**src/rtl/thermistor_beta_temperature_core_macros.svh**
```systemverilog
// ----------------------------------------------------------------------------
// Assertion macros for the thermistor beta temperature core
// Shared concurrent assertion forms, clocked on i_clk, disabled in reset.
// ----------------------------------------------------------------------------
`ifndef THERMISTOR_BETA_TEMPERATURE_CORE_MACROS_SVH
`define THERMISTOR_BETA_TEMPERATURE_CORE_MACROS_SVH

// A condition that holds at every clock edge out of reset.
`define TBT_ASSERT_ALWAYS(lbl, cond, msg) \
    lbl: assert property (@(posedge i_clk) disable iff (!i_rst_n) (cond)) else $error(msg);

// An implication checked in the same cycle.
`define TBT_ASSERT_IMPLY(lbl, ante, cons, msg) \
    lbl: assert property (@(posedge i_clk) disable iff (!i_rst_n) (ante) |-> (cons)) \
        else $error(msg);

`endif

```
**src/rtl/tbt_pkg.sv**
```systemverilog
// ----------------------------------------------------------------------------
// Thermistor beta temperature package
// Widths, constants and shared types of the thermistor temperature core.
// ----------------------------------------------------------------------------
package tbt_pkg;

    localparam int VOLT_W = 13;
    localparam int RES_W  = 20;
    localparam int BETA_W = 13;
    localparam int LOG_W  = 21;   // 5 integer bits, 16 fraction bits
    localparam int LOG_STAGES = 16;
    localparam int SUM_W  = 24;   // signed sum of four log terms
    localparam int DEN_W  = 50;   // signed denominator in Q32 kelvin
    localparam int UD_W   = 49;   // positive denominator
    localparam int REM_W  = 64;
    localparam int QUO_W  = 16;
    localparam int QDEPTH = 4;
    localparam int QAW    = 2;

    // Register indexes of the configuration port
    localparam logic [7:0] CFG_DIV_R  = 8'd0;
    localparam logic [7:0] CFG_BETA   = 8'd1;
    localparam logic [7:0] CFG_NOM_R  = 8'd2;
    localparam logic [7:0] CFG_SUPPLY = 8'd3;

    localparam logic [RES_W-1:0]  RST_DIV_R  = 20'd10000;
    localparam logic [BETA_W-1:0] RST_BETA   = 13'd3950;
    localparam logic [RES_W-1:0]  RST_NOM_R  = 20'd10000;
    localparam logic [VOLT_W-1:0] RST_SUPPLY = 13'd3300;

    // T0 * ln2 in Q16, T0 in centi-kelvin, 0 degC in centi-kelvin
    localparam logic [23:0] T0_LN2_Q16     = 24'd13543790;
    localparam logic [14:0] T0_CENTI_K     = 15'd29815;
    localparam logic [16:0] ZERO_C_CENTI_K = 17'd27315;
    localparam logic [15:0] CK_SAT         = 16'd60082;
    localparam logic [15:0] TEMP_MAX       = 16'h7FFF;

    typedef struct packed {
        logic [RES_W-1:0]  div_r;
        logic [BETA_W-1:0] beta;
        logic [RES_W-1:0]  nom_r;
        logic [VOLT_W-1:0] supply;
    } t_cfg;

    // One classified sample on its way to the back end
    typedef struct packed {
        logic              err;
        logic [VOLT_W-1:0] v;
        logic [VOLT_W-1:0] sv;
        logic [RES_W-1:0]  rd;
        logic [RES_W-1:0]  rn;
    } t_item;

    typedef struct packed {
        logic full;
        logic empty;
    } t_qstat;

endpackage

```
**src/rtl/tbt_front.sv**
```systemverilog
// ----------------------------------------------------------------------------
// Thermistor front end
// Holds the configuration registers, takes samples and classifies them.
// ----------------------------------------------------------------------------
module tbt_front import tbt_pkg::*; (
    input  logic              i_clk,
    input  logic              i_rst_n,
    input  logic              i_cfg_valid,
    output logic              o_cfg_ready,
    input  logic [7:0]        i_cfg_addr,
    input  logic [RES_W-1:0]  i_cfg_data,
    input  logic              i_s_axis_tvalid,
    output logic              o_s_axis_tready,
    input  logic [15:0]       i_s_axis_tdata,   // [12:0] sample_mv
    output t_cfg              o_cfg,
    output logic              o_push,
    output t_item             o_item,
    input  t_qstat            i_qstat
);

    t_cfg              r_cfg;
    logic              r_valid;
    t_item             r_item;
    t_item             n_item;
    logic [VOLT_W-1:0] v;

    assign o_cfg_ready     = 1'b1;
    assign o_s_axis_tready = !r_valid || !i_qstat.full;
    assign o_push          = r_valid && !i_qstat.full;
    assign o_cfg           = r_cfg;
    assign o_item          = r_item;

    // Range check and divider terms of the incoming word
    always_comb begin
        v          = i_s_axis_tdata[VOLT_W-1:0];
        n_item.err = (v == '0) || (v >= r_cfg.supply);
        n_item.v   = v;
        n_item.sv  = r_cfg.supply - v;
        n_item.rd  = (r_cfg.div_r == '0) ? RES_W'(1) : r_cfg.div_r;
        n_item.rn  = (r_cfg.nom_r == '0) ? RES_W'(1) : r_cfg.nom_r;
    end

    // Configuration registers and the stage valid
    always_ff @(posedge i_clk) begin
        if (!i_rst_n) begin
            r_cfg.div_r  <= RST_DIV_R;
            r_cfg.beta   <= RST_BETA;
            r_cfg.nom_r  <= RST_NOM_R;
            r_cfg.supply <= RST_SUPPLY;
            r_valid      <= 1'b0;
        end else begin
            if (i_cfg_valid) begin
                case (i_cfg_addr)
                    CFG_DIV_R:  r_cfg.div_r  <= i_cfg_data;
                    CFG_BETA:   r_cfg.beta   <= i_cfg_data[BETA_W-1:0];
                    CFG_NOM_R:  r_cfg.nom_r  <= i_cfg_data;
                    CFG_SUPPLY: r_cfg.supply <= i_cfg_data[VOLT_W-1:0];
                    default: ;
                endcase
            end
            if (o_s_axis_tready) begin
                r_valid <= i_s_axis_tvalid;
            end
        end
    end

    // Sample payload
    always_ff @(posedge i_clk) begin
        if (i_s_axis_tvalid && o_s_axis_tready) begin
            r_item <= n_item;
        end
    end

endmodule

```
**config.mk**
```make
export PLATFORM = sky130hd
export DESIGN_NAME = tbt_front
export DESIGN_NICKNAME = d
export VERILOG_FILES = /design/src/rtl/thermistor_beta_temperature_core_macros.svh /design/src/rtl/tbt_pkg.sv /design/src/rtl/tbt_front.sv
export SDC_FILE = /design/constraint.sdc
export NUM_CORES = 1
export LEC_CHECK = 0
export ABC_AREA = 1
export BUFFER_PORTS_ARGS = -buffer_cell sky130_fd_sc_hd__buf_2
export CAP_MARGIN = 20
export CELL_PAD_IN_SITES_DETAIL_PLACEMENT = 1
export CELL_PAD_IN_SITES_GLOBAL_PLACEMENT = 2
export CORE_ASPECT_RATIO = 1.4
export CORE_MARGIN = 2
export CORE_UTILIZATION = 30
export DETAILED_ROUTE_END_ITERATION = 12
export PLACE_DENSITY_LB_ADDON = 0.1
export SLEW_MARGIN = 20
export SYNTH_ARGS = -nofsm -noshare
export SYNTH_HDL_FRONTEND = slang
export SYNTH_SLANG_ARGS = --single-unit
```
**constraint.sdc**
```tcl
create_clock -name i_clk -period 5.6 [get_ports i_clk]
set_input_delay 1.12 -clock i_clk [delete_from_list [all_inputs] [get_ports i_clk]]
set_output_delay 1.12 -clock i_clk [all_outputs]
set_load 0.01 [all_outputs]
```
# Word level (Yosys, flattened, before mapping)

Index checks and enable logic that the tools add are counted.

Output and inout port bits: 136
Flip-flop bits (word level): 134
Input port bits: 50
Word-level logic and storage cells: 29

$lt $le $gt $ge: 1
$add $sub $neg: 1
Equal/unequal tests: 3
Reduce and logical (&&, ||, !) cells: 14

Operators by type and width:

| cell                 | number |
|---|---|
| $logic_not A20 Y1    | 2 |
| $eq A8 B2 Y1 const B | 2 |
| $ge A13 B13 Y1       | 1 |
| $logic_not A13 Y1    | 1 |
| $sub A13 B13 Y13     | 1 |
| $eq A8 B1 Y1 const B | 1 |
| $logic_not A8 Y1     | 1 |
| $reduce_and A2 Y1    | 4 |
| $logic_and A1 B1 Y1  | 2 |
| $logic_not A1 Y1     | 2 |
| $logic_or A1 B1 Y1   | 2 |

# Longest topological paths before layout

Gate-level depths: netlist of run 1.

Depth in word-level cells: 3
Gate-level depth with buffers: 11
Mapped depth without buffers: 10

# Worst setup path after synthesis of run 1

Ideal clock, no wire load.

Kind: input-to-reg
Start: in i_s_axis_tvalid
End: reg r_item, in the netlist o_item[0] (enable)
Path buffers: 0
Cell stages on the path: 2
Setup slack: 0.674 ns
Arrival time: 4.412 ns
Required time: 5.086 ns
Cell sequence: inv_1 a21oi_1

Longest elaborated chain between the ends: 1

RTL lines:

| element                | line            | source |
|---|---|---|
| start: declaration     | tbt_front.sv:12 | `input logic i_s_axis_tvalid,` |
| $logic_and A1 B1 Y1    | tbt_front.sv:69 | `if (i_s_axis_tvalid && o_s_axis_tready) begin` |
| end signal: assignment | tbt_front.sv:70 | `r_item <= n_item;` |
| end: declaration       | tbt_front.sv:23 | `t_item r_item;` |

No other way between the ends.
A chain may end at the register's enable or synchronous reset.

# Final worst setup path of run 1

Start: in i_qstat[1] (netlist name)
End: out o_push

Longest elaborated chain between the ends: 2

RTL lines:

| element             | line            | source |
|---|---|---|
| start: declaration  | tbt_front.sv:18 | `input t_qstat i_qstat` |
| $logic_not A1 Y1    | tbt_front.sv:29 | `assign o_push = r_valid && !i_qstat.full;` |
| $logic_and A1 B1 Y1 | tbt_front.sv:29 |  |
| end: declaration    | tbt_front.sv:16 | `output logic o_push,` |

No other way between the ends.

==> results.yml, run 1 <==
logic_synthesis:
  ys_warn_count: 0
  ys_seq_area_share_pct: 57.26
  synth_cells: 628
  synth_cell_types: 30
  syn_area_per_cell_um2: 9.324
  synth_area_leaders: "edfxtp_1, dfxtp_1, nand2_1"
  synth_area_um2: 5856
  synth_top_area_cell: "edfxtp_1"
  synthesis.nets: 692
  yosysTopAreaCellShare_pct: 34.36
  ys_ff_latch: 134
die:
  initial_core_util_pct: 30.47
  die_area_um2: 20670
  rows: 60
  dieWidth_um: 122.1
  die_h_um: 169.3
  core_um2: 19220
  io_pins: 186
final_layout:
  final_cells: 1029
  syn2layout_area_growth_pct: 25.68
  final_util_pct: 38.29
  stdcell_area_um2: 7360
  drive_gt1_share_pct: 31.37
  final_nets: 832
  fillers: 2308
  diodes: 0
drt:
  wire_per_inst_um: 18.00
  ant_nets: 0
  first_pass_iters: 4
  drtIter0Drc: 139
  vias: 4722
  drt_wl_total_um: 18520
  drc: 0
  viasPerCell: 4.589
pwr:
  p_switching_uw: 549.3
  power_frac_comb_pct: 7.2
  p_sw_share_pct: 23.81
  leakage_nw: 3.480
  p_total_mw: 2.307
  p_int_mw: 1.758
  power.share.clock_pct: 46.7
  peakVddDrop_uv: 170.8
  power.density_nw_per_um2: 313.5
  p_seq_share_pct: 46.2
cts:
  cts_resized: 0
  path_clk_slew_ps: 60
  holdBufCountCts: 0
  clock-root-buffer: "clkbuf_16"
  cts.sinks: 134
  cts_max_level: 4
  clock_path_buffers: 2
  cts_setup_buffers: 0
  cts_tree: "done"
  numCtsBuffers: 17
  clk_latency_ps: 420
placement:
  portBuffers: 180
  place_area_um2: 6790
  gp_congestion: 0.7898
  dp_cells: 997
  post-dp-hpwl_um: 14060
worst_setup_path:
  critPathKind: "input port to output port"
  max_stage_delay_ps: 130
  cp.required_ps: 4480
  crit_chain: "buf_2 > nor2_1 > buf_2"
  worstPathArrival_ps: 1480
  worstSetupEndpointType: "output port"
  crit_family: "buffers and inverters"
  path_buf_inv: 2
  critPathSlowestCell: "buf_2"
  critPathLaunchType: "input port"
  critPathMaxFanout: 3
  path_common_cell: "buf_2"
global_routing:
  grtUsageTotal_pct: 18.56
  grtUsageMet2_pct: 35.88
  grt_pass1_vias: 5147
  grt_start_max_net_pins: 41
  met1_usage_pct: 19.23
  grt_overflow: 0
  use_met3_pct: 4.335
  antenna_found_initial: 1
  grt_pass1_wl_um: 28620
  grt_busiest_layer: "met2"
sta:
  fin_skew_ps: 8.450
  drv_slew: 0
  min_period_ps: 2601
  final.setup.tns_ps: 0
  setup_viol: 0
  tightest_slew_ps: 934.7
  finalCritPeriodShare_pct: 46.44
  max_freq_ghz: 0.3845
  hold_viol: 0
  maxSlewHeadroom_pct: 37.55
  grt_setup_unrepaired: "false"
flow_run:
  cap_violations: 0
status:
  outcome: "completed"
worst_hold_path:
  hold_class: "register to register"
per-layer routing:
| metal | vias to the layer above | wire length, µm |
|---|---|---|
| li1 | 2321 | - |
| met1 | 2275 | 7013 |
| met2 | 102 | 10400 |
| met3 | 22 | 747 |
| met4 | 2 | 347 |
| met5 | - | 7 |
power by group through the flow:
stage                     sequential, mW  clock (mW)  combinational (mW)
after floorplan                     1.10           0              0.0777
after global placement              1.09           0               0.167
after detailed placement            1.09           0               0.170
after CTS                           1.07        1.11               0.171
after global routing                1.07        1.15               0.186
final                               1.06        1.08               0.165
path summary, 6_finish.rpt:
check / start / end / slack (ps) / cells after the start
max: i_qstat[1] / o_push / 3000 / 3
min: o_cfg[43]$_SDFFE_PN1P_ / o_cfg[43]$_SDFFE_PN1P_ / 460 / 2
max reg2reg: r_valid$_SDFFE_PN0N_ / o_item[18]$_SDFFCE_PN0P_ / 3500 / 2
min reg2reg: o_cfg[43]$_SDFFE_PN1P_ / o_cfg[43]$_SDFFE_PN1P_ / 460 / 2
final cells by class:
cell class | count | area, µm² | share of cell area, %
multi-input cells | 367 | 1963 | 26.67
clock buffers | 21 | 470.5 | 6.392
flip-flops and latches | 134 | 3353 | 45.56
clock inverters | 11 | 98.84 | 1.343
inverters | 66 | 247.7 | 3.366
well taps | 248 | 310.3 | 4.216
repair buffers | 182 | 915.9 | 12.44
state kept, by name, indices dropped and copies added, names as in the netlist:
register  count
o_cfg        66
r_valid       1
o_item       67
cell usage after synthesis:
| cell type | number |
|---|---|
| nor2_4 | 1 |
| nand2_1 | 113 |
| o21ai_1 | 24 |
| nand3b_1 | 1 |
| dfxtp_1 | 67 |
| ha_1 | 13 |
| nand2_2 | 4 |
| nand3_1 | 44 |
| o21ai_0 | 10 |
| inv_2 | 1 |
| nand2_4 | 4 |
| xor2_1 | 4 |
| fa_1 | 1 |
| buf_6 | 7 |
| a21oi_1 | 48 |
| nor2_1 | 62 |
| conb_1 | 1 |
| xnor2_1 | 1 |
| inv_1 | 65 |
| or2_2 | 2 |
| nor3_1 | 6 |
| buf_4 | 4 |
| clkbuf_1 | 43 |
| nor2_8 | 2 |
| buf_1 | 2 |
| buf_2 | 5 |
| nand4_1 | 8 |
| o211ai_2 | 16 |
| nor2_2 | 2 |
| edfxtp_1 | 67 |
logic make-up (layout without fill, tap and decap cells):
group	count (synthesis)	after routing	share of synthesized area, %
other	1	1	0.06404
XOR/XNOR	5	5	0.7478
AO/OA/AOI/OAI	98	98	10.43
AND/OR/NAND/NOR	249	249	18.97
buffers and inverters	127	280	9.402
flip-flops	134	134	57.27
adder cells (fa/ha/maj)	14	14	3.120
layout by cell type (no fill, tap or decap), types with 3 or more instances in the layout:
cell and instances:
buf_2 180, nand2_1 113, dfxtp_1 67, edfxtp_1 67, inv_1 65, nor2_1 62
a21oi_1 47, nand3_1 44, o21ai_1 24, clkbuf_16 17, o211ai_2 16, ha_1 13
o21ai_0 10, nand4_1 8, nor3_1 6, xor2_1 4, nand2_2 4, nand2_4 4
clkbuf_8 3, clkinv_2 3, inv_6 3
worst min-delay path, stage by stage (launching register included):
cell     delay [ps]
dfxtp_1         330
nand2_1          50
nand3_1          50
per-stage QoR:
| step | setup WS [ps] | hold slack [ps] |
|---|---|---|
| 5_1_grt | 2878 | 493.4 |
| 2_1_floorplan | 674.1 | 488.8 |
| 4_1_cts | 2945 | 463.5 |
| 3_5_place_dp | 2494 | 448.3 |
| 3_3_place_gp | 2555 | 437.3 |
| 6_report | 2999 | 462.7 |
(Power assumes the default switching activity.)
==> inputs of run 2 (changes only) <==
--- a/config.mk
+++ b/config.mk
@@ -12,7 +12,7 @@
 export CELL_PAD_IN_SITES_GLOBAL_PLACEMENT = 2
 export CORE_ASPECT_RATIO = 1.4
 export CORE_MARGIN = 2
-export CORE_UTILIZATION = 30
+export CORE_UTILIZATION = 27
 export DETAILED_ROUTE_END_ITERATION = 12
 export PLACE_DENSITY_LB_ADDON = 0.1
 export SLEW_MARGIN = 20
==> constraint.sdc (replaced) <==
create_clock -name i_clk -period 2.1 [get_ports i_clk]
set_input_delay 0.42 -clock i_clk [delete_from_list [all_inputs] [get_ports i_clk]]
set_output_delay 0.42 -clock i_clk [all_outputs]
set_load 0.01 [all_outputs]
==> results.yml, run 2 (synthesis gave the netlist of run 1 again) <==
global_routing:
  grtUsageTotal_pct: 17.41
  grt_start_max_net_pins: 68
  antenna_found_initial: 0
  grt_overflow: 0
  grt_pass1_wl_um: 29370
  grt_pass1_vias: 5234
cts:
  cts_setup_buffers: 0
  cts_resized: 0
  clock-root-buffer: "clkbuf_16"
  path_clk_slew_ps: 60
  clk_latency_ps: 430
  numCtsBuffers: 17
  cts_max_level: 4
  cts_tree: "done"
  clock_path_buffers: 2
  holdBufCountCts: 0
  cts.sinks: 134
placement:
  post-place-ws_ps: -31.02
  gp_congestion: 0.7789
  post-dp-hpwl_um: 15090
  portBuffers: 180
  dp_cells: 1022
final_layout:
  largest_reg_flops: 67
  final_common_cell: "buf_2"
  diodes: 0
  final_cells: 1054
  final_util_pct: 35.58
  syn2layout_area_growth_pct: 28.85
  drive_gt1_share_pct: 32.24
  mostFrequentLayoutCells: "buf_2, nand2_1, dfxtp_1, edfxtp_1, inv_1"
  final_nets: 845
pwr:
  power.density_nw_per_um2: 853.9
  leakage_nw: 3.575
  peakVddDrop_uv: 522.3
worst_setup_path:
  critPathSlowestCell: "fa_1"
  cp.required_ps: 2280
  reg2reg_depth: 9
  r2r-start: "o_cfg[0]$_SDFFE_PN0P_"
  critPathMaxFanout: 4
  ff2ff_setup_slack_ps: 180
  timing.rr.end: "o_item[48]$_DFFE_PP_"
  crit_chain: "inv_1 > ha_1 > fa_1 > inv_1 > nand3_1 > nand3_1 > nand2_1 > nand4_1 > nand2_1"
  max_stage_delay_ps: 380
  critPathKind: "register to register"
  worstPathArrival_ps: 2110
  worstSetupEndpointType: "register"
  critPathLaunchType: "register"
sta:
  grt_setup_unrepaired: "false"
  fin_ws_ps: 175.5
  hold_viol: 0
  max_freq_ghz: 0.5196
  fin_skew_ps: 8.364
  setup_viol: 0
  drv_slew: 0
  finalCritPeriodShare_pct: 91.64
  min_period_ps: 1924
  holdWs_ps: 186.0
status:
  outcome: "completed"
die:
  rows: 63
  initial_core_util_pct: 27.62
  die_area_um2: 22900
  die_h_um: 178.3
  io_pins: 186
  dieWidth_um: 128.5
  core_um2: 21200
drt:
  drt_wl_total_um: 19390
  ant_nets: 0
  wire_per_inst_um: 18.40
  drtIter0Drc: 164
  viasPerCell: 4.568
  vias: 4815
  drc: 0
  first_pass_iters: 4
worst_hold_path:
  min_to: "o_item[59]$_DFFE_PP_"
  hp-start: "i_s_axis_tdata[6]"
  hold_class: "input port to register"
  min_path_cells: 1
flow_run:
  cap_violations: 0
[run 2: changes by cell type in the layout (fill, tap and decap cells not counted), moves of 2 or more]
cell	before	now
clkinv_1	1	3
clkbuf_8	3	1
buf_4	2	13
clkinv_4	1	3
inv_6	3	1
clkinv_2	3	1
buf_12	0	2
bufinv_16	1	3
[run 2: how the worst max path moves through the flow]
stage / start / slack (ps) / to / cells past startpoint
after floorplan: i_s_axis_tvalid / 100 / o_item[0]$_SDFFCE_PN1P_ / 2
after global placement: i_s_axis_tdata[0] / -30 / o_item[52]$_DFFE_PP_ / 9
after detailed placement: i_s_axis_tdata[0] / -30 / o_item[52]$_DFFE_PP_ / 9
after CTS: o_cfg[0]$_SDFFE_PN0P_ / 120 / o_item[52]$_DFFE_PP_ / 9
after global routing: o_cfg[0]$_SDFFE_PN0P_ / 20 / o_item[52]$_DFFE_PP_ / 9
final: o_cfg[0]$_SDFFE_PN0P_ / 180 / o_item[48]$_DFFE_PP_ / 9
[run 2: per-stage QoR]
| stage | instance area, µm² | power, mW | TNS (ps) |
|---|---|---|---|
| floorplan | 5867 | 3.144 | 0 |
| global placement | 6928 | 3.371 | -33.01 |
| detailed placement | 6928 | 3.377 | -55.80 |
| CTS | 7545 | 6.546 | 0 |
| global route | 7545 | 6.679 | 0 |
| finish | 7545 | 6.443 | 0 |
[run 2: final cells by class]
cell class                 count  area (µm²)
fill                        2476       13660
clock buffer                  20       467.9
sequential                   134        3353
multi-input combinational    367        1963
inverter                      66       247.7
timing repair buffer         195        1039
tap                          260       325.3
clock inverter                12       148.9
[run 2: routing by layer]
layer,routed length [µm],vias up,global-route usage (%)
met2,10820,109,32.91
met5,0,-,0
met4,456,0,6.960
li1,-,2360,-
met1,7337,2326,18.16
met3,773,20,4.379
[run 2: critical path: cells and delay by family (launching register included)]
family | cells | cell delay [ps]
adders and majority gates | 2 | 590
buffers and inverters | 2 | 180
and+or+nand+nor | 5 | 570
DFF | 1 | 350
[run 2: power breakdown]
| part | total [mW] | internal (mW) | switching [mW] |
|---|---|---|---|
| combinational | 0.465 | 0.158 | 0.308 |
| clock | 3.14 | 1.96 | 1.17 |
| sequential | 2.84 | 2.82 | 0.0182 |
