`config.mk`:
```
export PLATFORM = sky130hd
export DESIGN_NAME = tbt_queue
export DESIGN_NICKNAME = d
export VERILOG_FILES = /design/src/rtl/thermistor_beta_temperature_core_macros.svh /design/src/rtl/tbt_pkg.sv /design/src/rtl/tbt_queue.sv
export SDC_FILE = /design/constraint.sdc
export NUM_CORES = 1
export LEC_CHECK = 0
export BUFFER_PORTS_ARGS = -buffer_cell sky130_fd_sc_hd__buf_2
export CORE_ASPECT_RATIO = 1.5
export CORE_UTILIZATION = 30
export CTS_CLUSTER_DIAMETER = 50
export DETAILED_ROUTE_END_ITERATION = 16
export GPL_ROUTABILITY_DRIVEN = 0
export MAX_ROUTING_LAYER = met4
export PLACE_DENSITY_LB_ADDON = 0.15
export SLEW_MARGIN = 20
export SYNTH_ARGS = -nofsm -noshare
export SYNTH_HDL_FRONTEND = slang
export SYNTH_SLANG_ARGS = --single-unit
```
`constraint.sdc`:
```
create_clock -name i_clk -period 3.2 [get_ports i_clk]
set_input_delay 0.32 -clock i_clk [delete_from_list [all_inputs] [get_ports i_clk]]
set_output_delay 0.32 -clock i_clk [all_outputs]
set_load 0.005 [all_outputs]
```
`src/rtl/thermistor_beta_temperature_core_macros.svh`:
```
// ----------------------------------------------------------------------------
// Assertion macros for the thermistor beta temperature core
// Shared concurrent assertion forms, clocked on i_clk, disabled in reset.
// ----------------------------------------------------------------------------
`ifndef THERMISTOR_BETA_TEMPERATURE_CORE_MACROS_SVH
`define THERMISTOR_BETA_TEMPERATURE_CORE_MACROS_SVH

// A condition that holds at every clock edge out of reset.
`define TBT_ASSERT_ALWAYS(lbl, cond, msg) \
    lbl: assert property (@(posedge i_clk) disable iff (!i_rst_n) (cond)) else $error(msg);

// An implication checked in the same cycle.
`define TBT_ASSERT_IMPLY(lbl, ante, cons, msg) \
    lbl: assert property (@(posedge i_clk) disable iff (!i_rst_n) (ante) |-> (cons)) \
        else $error(msg);

`endif

```
`src/rtl/tbt_pkg.sv`:
```
// ----------------------------------------------------------------------------
// Thermistor beta temperature package
// Widths, constants and shared types of the thermistor temperature core.
// ----------------------------------------------------------------------------
package tbt_pkg;

    localparam int VOLT_W = 13;
    localparam int RES_W  = 20;
    localparam int BETA_W = 13;
    localparam int LOG_W  = 21;   // 5 integer bits, 16 fraction bits
    localparam int LOG_STAGES = 16;
    localparam int SUM_W  = 24;   // signed sum of four log terms
    localparam int DEN_W  = 50;   // signed denominator in Q32 kelvin
    localparam int UD_W   = 49;   // positive denominator
    localparam int REM_W  = 64;
    localparam int QUO_W  = 16;
    localparam int QDEPTH = 4;
    localparam int QAW    = 2;

    // Register indexes of the configuration port
    localparam logic [7:0] CFG_DIV_R  = 8'd0;
    localparam logic [7:0] CFG_BETA   = 8'd1;
    localparam logic [7:0] CFG_NOM_R  = 8'd2;
    localparam logic [7:0] CFG_SUPPLY = 8'd3;

    localparam logic [RES_W-1:0]  RST_DIV_R  = 20'd10000;
    localparam logic [BETA_W-1:0] RST_BETA   = 13'd3950;
    localparam logic [RES_W-1:0]  RST_NOM_R  = 20'd10000;
    localparam logic [VOLT_W-1:0] RST_SUPPLY = 13'd3300;

    // T0 * ln2 in Q16, T0 in centi-kelvin, 0 degC in centi-kelvin
    localparam logic [23:0] T0_LN2_Q16     = 24'd13543790;
    localparam logic [14:0] T0_CENTI_K     = 15'd29815;
    localparam logic [16:0] ZERO_C_CENTI_K = 17'd27315;
    localparam logic [15:0] CK_SAT         = 16'd60082;
    localparam logic [15:0] TEMP_MAX       = 16'h7FFF;

    typedef struct packed {
        logic [RES_W-1:0]  div_r;
        logic [BETA_W-1:0] beta;
        logic [RES_W-1:0]  nom_r;
        logic [VOLT_W-1:0] supply;
    } t_cfg;

    // One classified sample on its way to the back end
    typedef struct packed {
        logic              err;
        logic [VOLT_W-1:0] v;
        logic [VOLT_W-1:0] sv;
        logic [RES_W-1:0]  rd;
        logic [RES_W-1:0]  rn;
    } t_item;

    typedef struct packed {
        logic full;
        logic empty;
    } t_qstat;

endpackage

```
`src/rtl/tbt_queue.sv`:
```
// ----------------------------------------------------------------------------
// Thermistor item queue
// Short queue that decouples the front end from the arithmetic back end.
// ----------------------------------------------------------------------------
module tbt_queue import tbt_pkg::*; (
    input  logic   i_clk,
    input  logic   i_rst_n,
    input  logic   i_push,
    input  t_item  i_item,
    input  logic   i_pop,
    output t_item  o_item,
    output t_qstat o_qstat
);

    t_item          r_mem [0:QDEPTH-1];
    logic [QAW-1:0] r_wp;
    logic [QAW-1:0] r_rp;
    logic [QAW:0]   r_cnt;

    assign o_item        = r_mem[r_rp];
    assign o_qstat.full  = (r_cnt == (QAW+1)'(QDEPTH));
    assign o_qstat.empty = (r_cnt == '0);

    // Pointers and fill count
    always_ff @(posedge i_clk) begin
        if (!i_rst_n) begin
            r_wp  <= '0;
            r_rp  <= '0;
            r_cnt <= '0;
        end else begin
            if (i_push) begin
                r_wp <= r_wp + 1'b1;
            end
            if (i_pop) begin
                r_rp <= r_rp + 1'b1;
            end
            case ({i_push, i_pop})
                2'b10:   r_cnt <= r_cnt + 1'b1;
                2'b01:   r_cnt <= r_cnt - 1'b1;
                default: ;
            endcase
        end
    end

    // Entry storage
    always_ff @(posedge i_clk) begin
        if (i_push) begin
            r_mem[r_wp] <= i_item;
        end
    end

endmodule

```
# Word-level counts from Yosys, hierarchy flattened
# Memories as Yosys holds them, arrays and structs flattened. A register that Yosys moved wholly into a read port is not among the register bits.
# Index checks and enable logic that the tools add are counted.
[classes] reduce_logical=2 mux=5 eq_ne=3 add_sub_neg=4
[ops] op="$pmux 3 s2" count=1
[ops] op="$add 2x1->2 const B" count=2
[ops] op="$mux 2" count=2
[ops] op="$add 3x1->3 const B" count=1
[ops] op="$eq 3x3->1 const B" count=1
[ops] op="$logic_not 3->1" count=1
[ops] op="$sub 3x1->3 const B" count=1
[ops] op="$eq 2x1->1 const B" count=1
[ops] op="$eq 2x2->1 const B" count=1
[ops] op="$mux 1" count=2
[ops] op="$reduce_bool 2->1" count=1
[totals] in_bits=71 n_memories=1 register_bits=7 mem_bits_rw=268 elab_cells=18
[mem_list] name="r_mem" words=4 word_bits=67 read_ports=1 rd_ports_with_merged_regs=1 write_ports=1 line="tbt_queue.sv:15" source="t_item r_mem [0:QDEPTH-1];"

# Depth between registers and ports, before layout
# Gate-level depths: netlist of the first run.
[depth] word_depth=3 mapped_depth=7

# Least setup slack after synthesis of the first run
# Ideal clock, no wire load.
[synth_path] path_type="reg2reg" start="register r_wp[0]" end="memory r_mem[0][0] in the netlist's numbering, enable pin" path_slack_ns=0.655 setup_time_ns=0.432 path_stages_with_launch=4 arrival_ns=2.113 required_ns=2.768 synth_period_minus_slack_ns=2.545 cell_sequence="dfxtp_1 inv_1 ha_1 and2_1"
[synth_lines] element="start, declared" line="tbt_queue.sv:16" source="logic [QAW-1:0] r_wp;"
[synth_lines] element="start signal, assigned" line="tbt_queue.sv:32" source="r_wp <= r_wp + 1'b1;"
[synth_lines] element="end, declared" line="tbt_queue.sv:15"
# No word-level cell before the write port.

==> metrics.txt, run 1 <==
# TYPE chip_impl_metric gauge
chip_impl_info{name="worstSetupStartpointType",value="flop"} 1
chip_impl_metric{name="routed_wirelength",unit="um"} 20500
chip_impl_metric{name="die_outline_area",unit="um2"} 34600
chip_impl_metric{name="via_count",unit=""} 4805
chip_impl_metric{name="clkSinkCount",unit=""} 277
chip_impl_info{name="grt-busiest-layer",value="met2"} 1
chip_impl_metric{name="num-nets-final",unit=""} 702
chip_impl_metric{name="share_of_synthesized_flip_flops_with_an_asynchronous_set_or_reset",unit="%"} 0
chip_impl_info{name="yosys_most_used_dff",value="sky130_fd_sc_hd__edfxtp_1"} 1
chip_impl_metric{name="rows",unit=""} 82
chip_impl_metric{name="met2_demand_to_capacity_share_in_global_routing",unit="%"} 23.0
chip_impl_metric{name="cts-buffers-inserted",unit=""} 28
chip_impl_metric{name="highest_clock_rate",unit="MHz"} 397
chip_impl_metric{name="setup_tns",unit="ps"} 0
chip_impl_metric{name="final_critical_path_required_period",unit="ps"} 2520
chip_impl_metric{name="final_hold_viol_count",unit=""} 0
chip_impl_metric{name="number_of_antenna_violations_at_the_first_check_in_global_routing",unit=""} 2
chip_impl_metric{name="syn_nets",unit=""} 473
chip_impl_metric{name="fp.dieW",unit="um"} 152
chip_impl_metric{name="holdWs",unit="ps"} 26.5
chip_impl_metric{name="detailedPlace.worstSlack",unit="ps"} 1150
chip_impl_metric{name="synth_cell_type_count",unit=""} 22
chip_impl_metric{name="postCtsSetupRepairBufs",unit=""} 0
chip_impl_metric{name="clk_pin_slew_worst_paths",unit="ps"} 60
chip_impl_metric{name="setup_viol",unit=""} 0
chip_impl_info{name="mostFrequentLayoutCell",value="sky130_fd_sc_hd__edfxtp_1"} 1
chip_impl_metric{name="final_min_period_over_clock_period",unit="%"} 78.7
chip_impl_metric{name="power.total",unit="mW"} 7.95
chip_impl_info{name="cts-root-buf",value="sky130_fd_sc_hd__clkbuf_16"} 1
chip_impl_metric{name="cap_violations",unit=""} 0
chip_impl_info{name="worstPathCellList",value="buf_4 > mux4_2 > buf_2"} 1
chip_impl_metric{name="yosys_register_bits",unit=""} 277
chip_impl_metric{name="initial_core_util",unit="%"} 30.4
chip_impl_info{name="worstHoldEndpoint",value="r_mem[2][62]"} 1
chip_impl_metric{name="max_slew_margin",unit="%"} 51.7
chip_impl_metric{name="avgRoutedWirePerCell",unit="um"} 19.2
chip_impl_metric{name="placement.io_buffers",unit=""} 139
chip_impl_metric{name="setup_slack",unit="ps"} 682
chip_impl_metric{name="area.growth.synth_to_final",unit="%"} 26.7
chip_impl_metric{name="crit_required",unit="ps"} 2880
chip_impl_metric{name="dp.final_hpwl",unit="um"} 12300
chip_impl_metric{name="worst-endpoint-arrival",unit="ps"} 2200
chip_impl_metric{name="grt.total_usage",unit="%"} 12.4
chip_impl_metric{name="detail_route.iter0.violations",unit=""} 255
chip_impl_metric{name="grt_overflow",unit=""} 0
chip_impl_metric{name="worstSkewPairLatency",unit="ps"} 530
chip_impl_metric{name="timing_worst_slew_pin_value",unit="ps"} 725
chip_impl_metric{name="post_synth_instance_area",unit="um2"} 10200
chip_impl_metric{name="core",unit="um2"} 33300
chip_impl_info{name="critical_path.reg2reg.endpoint",value="r_mem[2][66]"} 1
chip_impl_metric{name="timing.clock.skew",unit="ps"} 7.07
chip_impl_info{name="timing_worst_setup_path_type",value="flop to primary output"} 1
chip_impl_info{name="grt_setup_unrepaired",value="no"} 1
chip_impl_metric{name="clk_path_buf_depth",unit=""} 3
chip_impl_metric{name="ant_nets",unit=""} 0
chip_impl_metric{name="grtUsageMet3",unit="%"} 2.02
chip_impl_metric{name="boundaryPins",unit=""} 140
chip_impl_metric{name="crit_fanout",unit=""} 22
chip_impl_metric{name="r2r_slack",unit="ps"} 1270
chip_impl_metric{name="via_per_inst",unit=""} 4.50
chip_impl_metric{name="drt-pass1-iter-count",unit=""} 12
chip_impl_metric{name="synth.avg_cell_area",unit="um2"} 25.6
chip_impl_info{name="highest_count_cells_in_the_layout_ignoring_fill_and_taps",value="sky130_fd_sc_hd__edfxtp_1, sky130_fd_sc_hd__buf_2, sky130_fd_sc_hd__mux4_2, sky130_fd_sc_hd__dlygate4sd3_1, sky130_fd_sc_hd__clkbuf_16"} 1
chip_impl_metric{name="yosys_warnings",unit=""} 0
chip_impl_info{name="outcome",value="complete, but fails checks"} 1
chip_impl_info{name="hp-start",value="i_item[62]"} 1
chip_impl_info{name="worstSetupEndpointType",value="primary output"} 1
chip_impl_metric{name="hold_depth",unit=""} 1
chip_impl_info{name="worst_path_cell_with_the_longest_stage_delay",value="sky130_fd_sc_hd__mux4_2"} 1
chip_impl_metric{name="wire_length_of_the_first_global_routing_pass",unit="um"} 31300
chip_impl_info{name="critical_path.reg2reg.startpoint",value="r_wp[0]"} 1
chip_impl_metric{name="syn-instance-count",unit=""} 396
chip_impl_metric{name="first_global_vias",unit=""} 5429
chip_impl_metric{name="leakage",unit="nW"} 4.33
chip_impl_metric{name="timing.critical_path.slowest_cell_delay",unit="ps"} 580
chip_impl_metric{name="layout-drive-gt1-share",unit="%"} 40.3
chip_impl_metric{name="floorplan.die.height",unit="um"} 227
chip_impl_info{name="worstHoldPathType",value="primary input to flop"} 1
chip_impl_metric{name="drc",unit=""} 6
chip_impl_metric{name="worst_r2r_path_depth",unit=""} 4
chip_impl_metric{name="number_of_enable_flip_flop_cells_after_synthesis",unit=""} 268
chip_impl_metric{name="yosysSeqAreaShare",unit="%"} 81.0
chip_impl_metric{name="final_max_slew_viol_count",unit=""} 0
chip_impl_info{name="tritoncts_clock_tree",value="done"} 1
chip_impl_metric{name="groute.layer.met1.usage",unit="%"} 13.5
chip_impl_metric{name="ctsHtreeMaxLevel",unit=""} 1
chip_impl_metric{name="power.ir.vdd_worst",unit="mV"} 0.491
chip_impl_metric{name="power.density_cell_area",unit="nW/um2"} 618
chip_impl_metric{name="grt_start_max_net_pins",unit=""} 42
chip_impl_info{name="violations",value="design-rule violations"} 1
[synthesized netlist by cell type (3+ instances only)]
cell,n,area [um2]
sky130_fd_sc_hd__edfxtp_1,268,8050
sky130_fd_sc_hd__xor2_1,3,26.3
sky130_fd_sc_hd__inv_1,6,22.5
sky130_fd_sc_hd__dfxtp_1,9,180
sky130_fd_sc_hd__buf_4,3,22.5
sky130_fd_sc_hd__buf_12,4,80.1
sky130_fd_sc_hd__ha_1,5,62.6
sky130_fd_sc_hd__mux4_2,67,1510
sky130_fd_sc_hd__buf_2,4,20.0
sky130_fd_sc_hd__and2_1,10,62.6
sky130_fd_sc_hd__buf_1,3,11.3
[how the worst max path moves through the flow]
stage                              to  cells after the start
after floorplan           r_mem[0][0]                      3
after global placement      o_item[3]                      3
after detailed placement    o_item[3]                      3
after CTS                   o_item[3]                      3
after global routing        o_item[3]                      3
final                       o_item[3]                      3
[report_power, final]
part,leakage [nW],switching [mW],internal [mW]
logic,1.39,0.363,0.403
registers,2.54,0.0612,4.16
clock network,0.407,1.30,1.66
[per-layer routing]
| metal | wire length (um) | vias up |
|---|---|---|
| met3 | 910 | 31 |
| met5 | 0 | - |
| met4 | 449 | 0 |
| met2 | 11100 | 118 |
| li1 | - | 2135 |
| met1 | 8010 | 2521 |
[state kept, by name, indices dropped and copies added (netlist names), named ones only]
signal and flops:
r_wp 2, r_rp 2, r_mem 268, r_cnt 3
[area by class of cell]
cell class	count	area, um2
Antenna cell	2	5.00
Clock buffer	35	748
Clock inverter	15	83.8
Fill cell	3036	20500
Inverter	6	22.5
Multi-Input combinational cell	98	1770
Sequential cell	277	8240
Tap cell	420	526
Timing Repair Buffer	214	1470
[what timing repair did]
item	in CTS	in global routing
endpoints found under the setup margin	0	0
gates resized for setup	0	0
hold endpoints to repair	264	0
hold buffers	66	0
[logic make-up after synthesis]
group / Yosys count / synth area share (%)
and+or+nand+nor: 16 / 0.924
DFF: 277 / 81.0
buffers and inverters: 21 / 1.65
adders and majority gates: 6 / 0.813
AOI/OAI and AO/OA: 3 / 0.173
muxes: 68 / 15.0
xor gates and xnor gates: 5 / 0.431
[through the flow]
step	utilization [%]	std cells	cell area [um2]
after floorplan	-	396	10200
after global placement	34.1	949	11400
after detailed placement	34.1	949	11400
after CTS	38.6	1065	12900
after global routing	38.6	1067	12900
final	38.6	1067	12900
[worst max-delay path, delay by kind of cell, from the launching register on]
family / cells / cell delay (ps)
flops: 1 / 470
mux: 1 / 580
buf+inv: 2 / 600
(Power assumes the default switching activity.)
==> inputs of run 2 (changes only) <==
==> constraint.sdc (replaced) <==
create_clock -name i_clk -period 2.15 [get_ports i_clk]
set_input_delay 0.215 -clock i_clk [delete_from_list [all_inputs] [get_ports i_clk]]
set_output_delay 0.215 -clock i_clk [all_outputs]
set_load 0.005 [all_outputs]
==> run 2 against run 1 <==
  * Sequential power is 49% higher
  * Highest routed layer unchanged
  * The run still ends with design-rule violations left
  * Largest cell class unchanged
  * Total power is 53% higher
  * Combinational power is 75% higher
  * Count of clock-buffer cells in the layout is 2 lower
  * Clock skew is 11 ps higher
  * Critical endpoint is now o_item[17]
==> metrics.txt, run 2 (same netlist as run 1, synthesis figures left out) <==
# TYPE chip_impl_metric gauge
chip_impl_info{name="timing_worst_setup_path_type",value="flop to primary output"} 1
chip_impl_info{name="worstHoldPathType",value="primary input to flop"} 1
chip_impl_metric{name="power.total",unit="mW"} 12.2
chip_impl_info{name="top_family_by_delay_on_critical_path",value="buffers and inverters"} 1
chip_impl_metric{name="avgRoutedWirePerCell",unit="um"} 20.1
chip_impl_metric{name="ctsHtreeMaxLevel",unit=""} 1
chip_impl_metric{name="leakage",unit="nW"} 4.53
chip_impl_metric{name="clk_pin_slew_worst_paths",unit="ps"} 60
chip_impl_metric{name="worstSkewPairLatency",unit="ps"} 550
chip_impl_metric{name="setup_viol",unit=""} 0
chip_impl_info{name="outcome",value="complete, but fails checks"} 1
chip_impl_metric{name="via_count",unit=""} 4910
chip_impl_metric{name="final_cell_count_no_fill",unit=""} 1086
chip_impl_metric{name="cap_violations",unit=""} 0
chip_impl_metric{name="max_slew_margin",unit="%"} 80.6
chip_impl_metric{name="worst-endpoint-arrival",unit="ps"} 1920
chip_impl_metric{name="drt-pass1-iter-count",unit=""} 11
chip_impl_info{name="mostFrequentLayoutCell",value="sky130_fd_sc_hd__edfxtp_1"} 1
chip_impl_metric{name="clkSinkCount",unit=""} 277
chip_impl_metric{name="layout-drive-gt1-share",unit="%"} 42.3
chip_impl_metric{name="cp.buffers_inverters",unit=""} 3
chip_impl_info{name="worst_path_cell_with_the_longest_stage_delay",value="sky130_fd_sc_hd__mux4_2"} 1
chip_impl_metric{name="highest_clock_rate",unit="MHz"} 469
chip_impl_metric{name="worstSetupPathDepth",unit=""} 4
chip_impl_metric{name="placement.io_buffers",unit=""} 139
chip_impl_metric{name="timing_worst_slew_pin_value",unit="ps"} 291
chip_impl_metric{name="final_hold_viol_count",unit=""} 0
chip_impl_info{name="tritoncts_clock_tree",value="done"} 1
chip_impl_metric{name="crit_fanout",unit=""} 7
chip_impl_metric{name="timing.clock.skew",unit="ps"} 17.9
chip_impl_info{name="cts-root-buf",value="sky130_fd_sc_hd__clkbuf_16"} 1
chip_impl_info{name="worstSetupEndpointType",value="primary output"} 1
chip_impl_metric{name="first_global_vias",unit=""} 5398
chip_impl_metric{name="final_critical_path_required_period",unit="ps"} 2130
chip_impl_metric{name="dpl.cell_count",unit=""} 953
chip_impl_metric{name="cts-buffers-inserted",unit=""} 28
chip_impl_metric{name="wire_length_of_the_first_global_routing_pass",unit="um"} 31600
chip_impl_info{name="critical_path.reg2reg.endpoint",value="r_cnt[2]"} 1
chip_impl_info{name="top_register",value="r_mem"} 1
chip_impl_metric{name="timing.critical_path.slowest_cell_delay",unit="ps"} 490
chip_impl_metric{name="grt.total_usage",unit="%"} 12.6
chip_impl_info{name="largest_registers_ranked_by_flip_flop_count",value="r_mem (268), r_cnt (3)"} 1
chip_impl_metric{name="crit_required",unit="ps"} 1930
chip_impl_metric{name="grt_start_max_net_pins",unit=""} 41
chip_impl_metric{name="worst_r2r_path_depth",unit=""} 5
chip_impl_info{name="worstPathCellList",value="buf_4 > clkbuf_16 > mux4_2 > buf_2"} 1
chip_impl_metric{name="grt_overflow",unit=""} 0
chip_impl_metric{name="r2r_slack",unit="ps"} 560
chip_impl_metric{name="floorplan.die.height",unit="um"} 227
chip_impl_metric{name="dp.final_hpwl",unit="um"} 12200
chip_impl_metric{name="boundaryPins",unit=""} 140
chip_impl_metric{name="clk_path_buf_depth",unit=""} 3
chip_impl_metric{name="number_of_antenna_violations_at_the_first_check_in_global_routing",unit=""} 1
chip_impl_metric{name="via_per_inst",unit=""} 4.52
chip_impl_metric{name="ant_nets",unit=""} 0
chip_impl_metric{name="final_min_period_over_clock_period",unit="%"} 99.1
chip_impl_metric{name="power.density_cell_area",unit="nW/um2"} 914
chip_impl_metric{name="core",unit="um2"} 33300
chip_impl_info{name="grt_setup_unrepaired",value="yes"} 1
chip_impl_metric{name="die_outline_area",unit="um2"} 34600
chip_impl_metric{name="largest_reg_flops",unit=""} 268
chip_impl_metric{name="num-nets-final",unit=""} 723
chip_impl_metric{name="fp.dieW",unit="um"} 152
chip_impl_info{name="worstSetupStartpointType",value="flop"} 1
chip_impl_info{name="endpoint",value="o_item[17]"} 1
chip_impl_info{name="critical_path.reg2reg.startpoint",value="r_cnt[0]"} 1
chip_impl_info{name="violations",value="design-rule violations"} 1
chip_impl_metric{name="rows",unit=""} 82
chip_impl_metric{name="initial_core_util",unit="%"} 30.4
chip_impl_metric{name="drc",unit=""} 7
chip_impl_metric{name="routed_wirelength",unit="um"} 21800
chip_impl_metric{name="area.growth.synth_to_final",unit="%"} 31.0
chip_impl_metric{name="final_max_slew_viol_count",unit=""} 0
chip_impl_info{name="highest_count_cells_in_the_layout_ignoring_fill_and_taps",value="sky130_fd_sc_hd__edfxtp_1, sky130_fd_sc_hd__buf_2, sky130_fd_sc_hd__dlygate4sd3_1, sky130_fd_sc_hd__mux4_2, sky130_fd_sc_hd__clkbuf_16"} 1
chip_impl_metric{name="detail_route.iter0.violations",unit=""} 185
chip_impl_metric{name="power.ir.vdd_worst",unit="mV"} 0.519
-- run 2: cell count changes in the layout (fill, tap and decap cells not counted), sizes merged --
| cell | previous run | this run |
|---|---|---|
| clkinv | 11 | 13 |
| inv | 8 | 7 |
| dlygate4sd3 | 66 | 68 |
| clkinvlp | 2 | 1 |
| diode | 2 | 1 |
| bufinv | 0 | 1 |
| clkbuf | 35 | 38 |
| buf | 148 | 162 |
-- run 2: worst min path at each step --
stage	depth (start not counted)	slack, ps	start	end
after floorplan	0	310	i_item[0]	r_mem[0][0]
after global placement	1	420	i_item[33]	r_mem[1][33]
after detailed placement	1	430	i_item[6]	r_mem[0][6]
after CTS	3	60	i_pop	r_rp[0]
after global routing	3	110	i_pop	r_rp[0]
final	3	80	i_pop	r_rp[0]
-- run 2: final cells by class --
type | count | area (um2)
fill | 3005 | 20000
sequential | 277 | 8240
timing repair buffer | 235 | 1890
multi-input combinational | 98 | 1770
clock buffer | 33 | 741
tap | 420 | 526
clock inverter | 16 | 114
inverter | 6 | 22.5
antenna | 1 | 2.50
-- run 2: power breakdown --
group          total, mW  internal, mW  switching, mW
Combinational       1.34         0.728          0.608
Sequential          6.27          6.19         0.0738
Clock               4.56          2.57           1.99
Total               12.2          9.50           2.67
-- run 2: per-stage QoR --
step	TNS [ps]	setup WS (ps)	util, %	hold slack, ps	instance area (um2)
global placement	0	396	34.4	425	11500
global route	-1120	-42.5	39.9	112	13300
floorplan	0	335	-	314	10200
detailed placement	0	342	34.4	433	11500
finish	0	19.1	39.9	80.2	13300
CTS	-1430	-56.0	39.3	62.2	13100
-- run 2: timing repair --
action	CTS	global route
setup endpoints to repair	60	61
gates cloned	1	6
setup buffers	3	6
hold endpoints to repair	275	0
hold buffers	68	0
resized for setup	5	8
-- run 2: routing by layer --
| layer | track usage, % | share of wire [%] |
|---|---|---|
| met2 | 22.5 | 54 |
| met3 | 1.73 | 3.4 |
| met1 | 14.4 | 40 |
| met4 | 4.87 | 2.5 |
| met5 | - | 0 |
-- run 2: tightest hold or removal path, delay by kind of cell --
family                    cells  cell delay (ps)
xor gates and xnor gates      1               80
and+or+nand+nor               1              150
buffers and inverters         1              130
